### src/rtl/stq_pkg.sv
// ---------------------------------------------------------------------------
// stq_pkg: shared types for the sorted alarm timer queue
// Alarm record, command and result codes, cell commands and serial time compare.
// ---------------------------------------------------------------------------
`default_nettype none

package stq_pkg;

  localparam int TIME_W  = 32;
  localparam int DELAY_W = 16;
  localparam int TAG_W   = 16;

  // command codes on the input channel
  localparam logic CMD_INSERT = 1'b0;
  localparam logic CMD_TICK   = 1'b1;

  typedef struct packed {
    logic [TIME_W-1:0]  expiry;
    logic [DELAY_W-1:0] delay;
    logic [TAG_W-1:0]   tag;
  } alarm_t;

  typedef enum logic [1:0] {
    KIND_ACCEPT = 2'd0,
    KIND_REJECT = 2'd1,
    KIND_FIRE   = 2'd2
  } kind_t;

  typedef enum logic [1:0] {
    CELL_HOLD,
    CELL_INSERT,
    CELL_POP
  } cell_op_t;

  // broadcast to every cell of the chain
  typedef struct packed {
    cell_op_t op;
    alarm_t   new_alarm;
  } cell_ctl_t;

  // a at or before b: (b - a) read as two's complement is not negative
  function automatic logic at_or_before(input logic [TIME_W-1:0] a,
                                        input logic [TIME_W-1:0] b);
    logic [TIME_W-1:0] diff;
    diff = b - a;
    return ~diff[TIME_W-1];
  endfunction

endpackage

`default_nettype wire

### src/rtl/stq_ifs.sv
// ---------------------------------------------------------------------------
// stq_ifs: channel interfaces of the sorted alarm timer queue
// Command channel and result channel, valid/ready with payload.
// ---------------------------------------------------------------------------
`default_nettype none

interface stq_in_if;
  logic        valid;
  logic        ready;
  logic        cmd;
  logic [15:0] delay_seconds;
  logic [15:0] tag_id;

  modport source (output valid, output cmd, output delay_seconds, output tag_id,
                  input ready);
  modport sink   (input valid, input cmd, input delay_seconds, input tag_id,
                  output ready);
endinterface

interface stq_out_if;
  logic        valid;
  logic        ready;
  logic [1:0]  kind;
  logic [15:0] out_tag;
  logic [15:0] out_delay;
  logic [31:0] out_expiry;
  logic        last_result;

  modport source (output valid, output kind, output out_tag, output out_delay,
                  output out_expiry, output last_result, input ready);
  modport sink   (input valid, input kind, input out_tag, input out_delay,
                  input out_expiry, input last_result, output ready);
endinterface

`default_nettype wire

### src/rtl/stq_cell.sv
// ---------------------------------------------------------------------------
// stq_cell: one slot of the sorted alarm chain
// Holds one alarm; on insert shifts from the left or takes the new alarm,
// on pop takes the alarm from the right.
// ---------------------------------------------------------------------------
`default_nettype none

module stq_cell
  import stq_pkg::*;
(
  input  wire logic      clk,
  input  wire cell_ctl_t ctl,
  input  wire logic      occupied,    // slot index below fill count
  input  wire logic      at_tail,     // slot index equals fill count
  input  wire logic      ahead_in,    // insert point lies left of this slot
  output logic           ahead_out,
  input  wire alarm_t    prev_alarm,
  input  wire alarm_t    next_alarm,
  output alarm_t         alarm
);

  alarm_t alarm_r;
  alarm_t alarm_nxt;
  logic   hit;

  assign hit       = occupied && at_or_before(ctl.new_alarm.expiry, alarm_r.expiry);
  assign ahead_out = ahead_in | hit;
  assign alarm     = alarm_r;

  always_comb begin
    alarm_nxt = alarm_r;
    case (ctl.op)
      CELL_INSERT: begin
        if (ahead_in) begin
          alarm_nxt = prev_alarm;
        end else if (hit || at_tail) begin
          alarm_nxt = ctl.new_alarm;
        end
      end
      CELL_POP: begin
        alarm_nxt = next_alarm;
      end
      default: begin
        alarm_nxt = alarm_r;
      end
    endcase
  end

  always_ff @(posedge clk) begin
    alarm_r <= alarm_nxt;
  end

endmodule

`default_nettype wire

### src/rtl/sorted_alarm_timer_queue.sv
// ---------------------------------------------------------------------------
// sorted_alarm_timer_queue: alarm timer queue on a chain of sorted cells
// Inserts alarms in expiry order, pops the head into a current slot on
// ticks and reports alarms as they fire.
// ---------------------------------------------------------------------------
//
//  channel   dir   word contents
//  --------  ----  ---------------------------------------------------------
//  in_ch     in    cmd (0 insert / 1 tick), delay_seconds, tag_id
//  out_ch    out   kind, out_tag, out_delay, out_expiry, last_result
//
//  Insert: latch, then a single compare-and-shift across all cells,
//  one result word.
//  Tick: latch, dispatch, then pops from the head cell and fires of due
//  alarms, closing with a final empty/not-due check.
//  Reset clears time, fill count and current slot; cell contents are
//  don't-care until written. A stalled out_ch holds the engine in place;
//  a new word is taken only after the previous one is fully processed.
//
`default_nettype none

module sorted_alarm_timer_queue
  import stq_pkg::*;
#(
  parameter int QUEUE_DEPTH = 16
) (
  input  wire logic clk,
  input  wire logic rst_n,
  stq_in_if.sink    in_ch,
  stq_out_if.source out_ch
);

  localparam int CNT_W = $clog2(QUEUE_DEPTH + 1);

  typedef enum logic [1:0] {
    ST_IDLE,
    ST_EXEC,
    ST_STEP
  } state_t;

  state_t            state_r, state_nxt;
  logic [TIME_W-1:0] now_r, now_nxt;
  logic [CNT_W-1:0]  count_r, count_nxt;
  logic              cur_valid_r, cur_valid_nxt;
  alarm_t            cur_r, cur_nxt;
  logic              is_tick_r, is_tick_nxt;
  alarm_t            new_r, new_nxt;

  logic              out_valid_r, out_valid_nxt;
  kind_t             out_kind_r, out_kind_nxt;
  alarm_t            out_alarm_r, out_alarm_nxt;
  logic              out_last_r, out_last_nxt;

  logic              in_fire;
  logic              out_free;
  logic              full;
  logic              cur_due;
  logic              head_due;
  cell_ctl_t         ctl;

  // chain wiring: ahead[i] feeds cell i, ahead[i+1] leaves it
  logic   [QUEUE_DEPTH:0]   ahead;
  alarm_t [QUEUE_DEPTH-1:0] cell_alarm;

  assign in_ch.ready = (state_r == ST_IDLE);
  assign in_fire     = in_ch.valid && in_ch.ready;
  assign out_free    = !out_valid_r || out_ch.ready;
  assign full        = (count_r == CNT_W'(QUEUE_DEPTH));
  assign cur_due     = at_or_before(cur_r.expiry, now_r);
  // head of chain would be popped and fire right after the current alarm
  assign head_due    = at_or_before(cell_alarm[0].expiry, now_r);

  assign ahead[0] = 1'b0;

  genvar gi;
  generate
    for (gi = 0; gi < QUEUE_DEPTH; gi++) begin : g_cell
      alarm_t prev_a;
      alarm_t next_a;
      if (gi == 0) begin : g_first
        assign prev_a = ctl.new_alarm;
      end else begin : g_mid
        assign prev_a = cell_alarm[gi-1];
      end
      if (gi == QUEUE_DEPTH - 1) begin : g_last
        assign next_a = cell_alarm[gi];
      end else begin : g_inner
        assign next_a = cell_alarm[gi+1];
      end

      stq_cell u_cell (
        .clk        (clk),
        .ctl        (ctl),
        .occupied   (count_r > CNT_W'(gi)),
        .at_tail    (count_r == CNT_W'(gi)),
        .ahead_in   (ahead[gi]),
        .ahead_out  (ahead[gi+1]),
        .prev_alarm (prev_a),
        .next_alarm (next_a),
        .alarm      (cell_alarm[gi])
      );
    end
  endgenerate

  always_comb begin
    state_nxt     = state_r;
    now_nxt       = now_r;
    count_nxt     = count_r;
    cur_valid_nxt = cur_valid_r;
    cur_nxt       = cur_r;
    is_tick_nxt   = is_tick_r;
    new_nxt       = new_r;
    out_valid_nxt = out_valid_r && !out_ch.ready;
    out_kind_nxt  = out_kind_r;
    out_alarm_nxt = out_alarm_r;
    out_last_nxt  = out_last_r;
    ctl.op        = CELL_HOLD;
    ctl.new_alarm = new_r;

    case (state_r)
      ST_IDLE: begin
        if (in_fire) begin
          is_tick_nxt    = (in_ch.cmd == CMD_TICK);
          new_nxt.expiry = now_r + TIME_W'(in_ch.delay_seconds);
          new_nxt.delay  = in_ch.delay_seconds;
          new_nxt.tag    = in_ch.tag_id;
          if (in_ch.cmd == CMD_TICK) begin
            now_nxt = now_r + TIME_W'(1);
          end
          state_nxt = ST_EXEC;
        end
      end

      ST_EXEC: begin
        if (is_tick_r) begin
          state_nxt = ST_STEP;
        end else if (out_free) begin
          // insert: compare against every cell and shift, all in this state
          if (!full) begin
            ctl.op    = CELL_INSERT;
            count_nxt = count_r + CNT_W'(1);
          end
          out_valid_nxt = 1'b1;
          out_kind_nxt  = full ? KIND_REJECT : KIND_ACCEPT;
          out_alarm_nxt = new_r;
          out_last_nxt  = 1'b1;
          state_nxt     = ST_IDLE;
        end
      end

      ST_STEP: begin
        if (!cur_valid_r) begin
          if (count_r == '0) begin
            state_nxt = ST_IDLE;
          end else begin
            ctl.op        = CELL_POP;
            cur_nxt       = cell_alarm[0];
            cur_valid_nxt = 1'b1;
            count_nxt     = count_r - CNT_W'(1);
          end
        end else if (!cur_due) begin
          state_nxt = ST_IDLE;
        end else if (out_free) begin
          // fire; the word is last unless the next head is also due
          out_valid_nxt = 1'b1;
          out_kind_nxt  = KIND_FIRE;
          out_alarm_nxt = cur_r;
          out_last_nxt  = (count_r == '0) || !head_due;
          cur_valid_nxt = 1'b0;
        end
      end

      default: begin
        state_nxt = ST_IDLE;
      end
    endcase
  end

  always_ff @(posedge clk) begin
    if (!rst_n) begin
      state_r     <= ST_IDLE;
      now_r       <= '0;
      count_r     <= '0;
      cur_valid_r <= 1'b0;
      cur_r       <= '0;
      out_valid_r <= 1'b0;
    end else begin
      state_r     <= state_nxt;
      now_r       <= now_nxt;
      count_r     <= count_nxt;
      cur_valid_r <= cur_valid_nxt;
      cur_r       <= cur_nxt;
      out_valid_r <= out_valid_nxt;
    end
    is_tick_r   <= is_tick_nxt;
    new_r       <= new_nxt;
    out_kind_r  <= out_kind_nxt;
    out_alarm_r <= out_alarm_nxt;
    out_last_r  <= out_last_nxt;
  end

  assign out_ch.valid       = out_valid_r;
  assign out_ch.kind        = out_kind_r;
  assign out_ch.out_tag     = out_alarm_r.tag;
  assign out_ch.out_delay   = out_alarm_r.delay;
  assign out_ch.out_expiry  = out_alarm_r.expiry;
  assign out_ch.last_result = out_last_r;

endmodule

`default_nettype wire

### src/flat_wrapper.sv
// flat-port wrapper written by rule: the top's interface ports become plain ports
module sorted_alarm_timer_queue_flat import stq_pkg::*;
#(
  parameter int QUEUE_DEPTH = 16
)
  (clk, rst_n, in_ch_valid, in_ch_cmd, in_ch_delay_seconds, in_ch_tag_id, in_ch_ready, out_ch_valid, out_ch_kind, out_ch_out_tag, out_ch_out_delay, out_ch_out_expiry, out_ch_last_result, out_ch_ready);
  stq_in_if in_ch_i ();
  stq_out_if out_ch_i ();
  input  wire logic clk;
  input  wire logic rst_n;
  input wire logic [$bits(in_ch_i.valid)-1:0] in_ch_valid;
  input wire logic [$bits(in_ch_i.cmd)-1:0] in_ch_cmd;
  input wire logic [$bits(in_ch_i.delay_seconds)-1:0] in_ch_delay_seconds;
  input wire logic [$bits(in_ch_i.tag_id)-1:0] in_ch_tag_id;
  output wire logic [$bits(in_ch_i.ready)-1:0] in_ch_ready;
  output wire logic [$bits(out_ch_i.valid)-1:0] out_ch_valid;
  output wire logic [$bits(out_ch_i.kind)-1:0] out_ch_kind;
  output wire logic [$bits(out_ch_i.out_tag)-1:0] out_ch_out_tag;
  output wire logic [$bits(out_ch_i.out_delay)-1:0] out_ch_out_delay;
  output wire logic [$bits(out_ch_i.out_expiry)-1:0] out_ch_out_expiry;
  output wire logic [$bits(out_ch_i.last_result)-1:0] out_ch_last_result;
  input wire logic [$bits(out_ch_i.ready)-1:0] out_ch_ready;
  assign in_ch_i.valid = in_ch_valid;
  assign in_ch_i.cmd = in_ch_cmd;
  assign in_ch_i.delay_seconds = in_ch_delay_seconds;
  assign in_ch_i.tag_id = in_ch_tag_id;
  assign in_ch_ready = in_ch_i.ready;
  assign out_ch_valid = out_ch_i.valid;
  assign out_ch_kind = out_ch_i.kind;
  assign out_ch_out_tag = out_ch_i.out_tag;
  assign out_ch_out_delay = out_ch_i.out_delay;
  assign out_ch_out_expiry = out_ch_i.out_expiry;
  assign out_ch_last_result = out_ch_i.last_result;
  assign out_ch_i.ready = out_ch_ready;
  sorted_alarm_timer_queue #(.QUEUE_DEPTH(QUEUE_DEPTH)) u_core (.clk(clk), .rst_n(rst_n), .in_ch(in_ch_i), .out_ch(out_ch_i));
endmodule
### config.mk
export PLATFORM = sky130hd
export DESIGN_NAME = sorted_alarm_timer_queue_flat
export DESIGN_NICKNAME = d
export VERILOG_FILES = /design/src/rtl/stq_pkg.sv /design/src/rtl/stq_ifs.sv /design/src/rtl/stq_cell.sv /design/src/rtl/sorted_alarm_timer_queue.sv /design/src/flat_wrapper.sv
export SDC_FILE = /design/constraint.sdc
export NUM_CORES = 2
export LEC_CHECK = 0
export BUFFER_PORTS_ARGS = -buffer_cell sky130_fd_sc_hd__buf_2
export CAP_MARGIN = 30
export CORE_MARGIN = 1
export CORE_UTILIZATION = 28
export CTS_BUF_LIST = sky130_fd_sc_hd__clkbuf_8 sky130_fd_sc_hd__clkbuf_16
export CTS_CLUSTER_DIAMETER = 50
export DETAILED_ROUTE_END_ITERATION = 10
export HOLD_SLACK_MARGIN = 0.05
export REMOVE_ABC_BUFFERS = 1
export SLEW_MARGIN = 30
export SYNTH_ARGS = -nofsm -noshare
export SYNTH_HDL_FRONTEND = slang
export SYNTH_HIERARCHICAL = 1
export SYNTH_SLANG_ARGS = --single-unit
### constraint.sdc
create_clock -name clk -period 25.1 [get_ports clk]
set_clock_uncertainty 0.1 [all_clocks]
set_input_delay 1.255 -clock clk [delete_from_list [all_inputs] [get_ports clk]]
set_output_delay 1.255 -clock clk [all_outputs]
set_load 0.02 [all_outputs]
==> key figures <==
Power
  – Pwr dens: 113 nW/µm²
  – Pleak: 0.0350 µW
  – Maximum vdd drop: 112 µV

Die
  – Die extent in y: 525 µm
  – FP Rows: 191
  – # IOs: 106
  – Die W: 525 µm
  – Core footprint: 271000 µm²
  – Die area: 276000 µm²
  – Initial Util: 28.2%

Critical path
  – Nature of the critical path endpoint: flip-flop
  – Largest fanout on the critical path: 43
  – CP arrival: 10260 ps
  – Critical path required time: 25510 ps
  – Crit-path slowest cell: buf_4
  – Cell mode on critical path: nand3b_1
  – Crit path largest cell delay: 750 ps
  – Crit Path Class: reg -> reg
  – Critical Path Start Type: flip-flop

Timing
  – Max Clk Rate: 101 MHz
  – Final Slew Violations: 0
  – Final Hold Vio Count: 0
  – Final setup viols: 0
  – Final Critical Period: 9860 ps
  – Crit share post-route: 39.3%
  – Worst-margin pin slew: 1010 ps
  – Worst rel slew slack: 32.5%
  – RSZ-0062 raised after global routing: false

Drt
  – Drt initial violations: 4591
  – Routed WL: 204000 µm
  – Drt pass-1 iters: 6
  – DRC errors left: 0
  – Antenna Violating Nets Remaining: 0
  – DR WL/cell: 18.4 µm
  – Vias per cell: 4.97
  – Total vias in the final route: 55300

Yosys
  – Syn. warnings: 6
  – Post-Synthesis Cells: 7463
  – Synth Cell Area: 76600 µm²
  – Synthesized area per cell: 10.3 µm²

Clocking
  – # resized after CTS: 0
  – CTS tree: built
  – CTS Sinks: 1261
  – CTS Hold Bufs: 0
  – H-tree Lvls: 4
  – Num CTS Buffers: 148
  – Clock Latency Late Sink: 810 ps
  – CTS max path bufs: 3
  – Post-CTS Setup Bufs: 0
  – Root Driver: clkbuf_16
  – CTS clk-pin slew, worst paths: 60 ps

GRT
  – Total GRT Usage: 14.4%
  – Antenna violations before repair: 2
  – GRT overflow: 0
  – First-pass GRT wire length: 321000 µm
  – Vias in the first global route: 54600
  – Pin count of the biggest net entering global routing: 96

Run status
  – Status: completed

Placed design
  – Post-DP Area: 81100 µm²
  – Routability cong.: 0.858
  – HPWL Detailed: 145000 µm
  – Buffers on Ports: 105
  – Dpl cells: 10900

Final layout
  – Final nets: 8042
  – Layout cells sized above 1: 8.02%
  – Post-Layout Cell Count: 11100
  – Design Area, Final: 86100 µm²
  – FILL cells: 27500
  – Area grow syn2layout: 12.3%

Min path
  – Worst Hold Class: reg -> reg

Flow run
  – # Max-Cap Violations: 0
==> sequential cells by signal, summed over array words and instances, names as in the netlist <==
name	count
u_core/state_r	2
u_core/out_ch.out_expiry	32
u_core/out_ch.out_tag	16
u_core/out_ch.last_result	1
u_core/out_ch.out_delay	16
u_core/cur_valid_r	1
u_core/cur_r	64
u_core/g_cell.u_cell/alarm	1024
u_core/count_r	5
u_core/ctl	64
u_core/out_ch.kind	2
u_core/now_r	32
u_core/is_tick_r	1
u_core/out_ch.valid	1
==> power breakdown <==
part           total (µW)  switching (µW)  internal, µW
Sequential           3480             338          3150
Clock                2150             906          1250
Combinational        4050            2410          1640
==> cells in the final DEF (no fill, tap or decap), drive strengths merged, types with 19 or more instances in the layout <==
cell	n
a31oi	35
a21oi	224
buf	219
clkbuf	161
edfxtp	1156
nor3	44
dfxtp	105
mux2i	1030
nor2b	49
ha	567
nor2	108
nand3	54
xnor2	53
clkinv	51
a211oi	22
nand2	1363
nand4	92
a21boi	67
mux2	66
a21o	34
a221oi	33
inv	620
nor4	19
xor2	31
o21ai	1149
and3	26
==> critical path: cells and delay by family (launching register included) <==
kind	cells	cell delay (ps)
AND/OR/NAND/NOR	17	4080
AO/OA/AOI/OAI	4	520
adder cells (fa/ha/maj)	1	340
flip-flops	1	320
multiplexers	2	620
buffers and inverters	10	3470
==> routing by layer <==
metal  wire [µm]  GRT usage (%)  vias to the layer above
met1       95800           20.2                    26700
li1            -              -                    26800
met4        6250           4.81                        0
met5           0              0                        -
met3       11000           1.90                      276
met2       91200           22.6                     1564
==> final timing paths <==
path                                  startpoint                                end  slack [ps]  cells after the start
worst max-delay path              u_core/ctl[62]  u_core/g_cell[15].u_cell/alarm[2]       15240                     34
worst min-delay path            u_core/cur_r[19]                   u_core/cur_r[19]         370                      2
worst max register to register    u_core/ctl[62]  u_core/g_cell[15].u_cell/alarm[2]       15240                     34
worst min register to register  u_core/cur_r[19]                   u_core/cur_r[19]         370                      2
==> stage by stage <==
step	power, µW	hold WS, ps	setup WS (ps)	utilization, %	TNS, ps
final	9690	366	15240	31.7	0
after global routing	10300	380	14600	31.7	0
after CTS	9730	366	15100	31.7	0
after detailed placement	7540	356	15090	29.9	0
after global placement	7410	351	14630	29.9	0
after floorplan	6850	340	-19700	-	-9519370
==> area by class of cell <==
class,instances,area [µm²],share of cell area (%)
antenna,3,7.51,0.00872
clock buffer,161,3940,4.58
clock inverter,110,897,1.04
inverter,577,2170,2.52
multi-input combinational,5230,36300,42.2
sequential,1261,36800,42.8
tap,3570,4470,5.19
timing repair buffer,219,1420,1.65
Note: power is estimated with default switching activity, not from simulation.
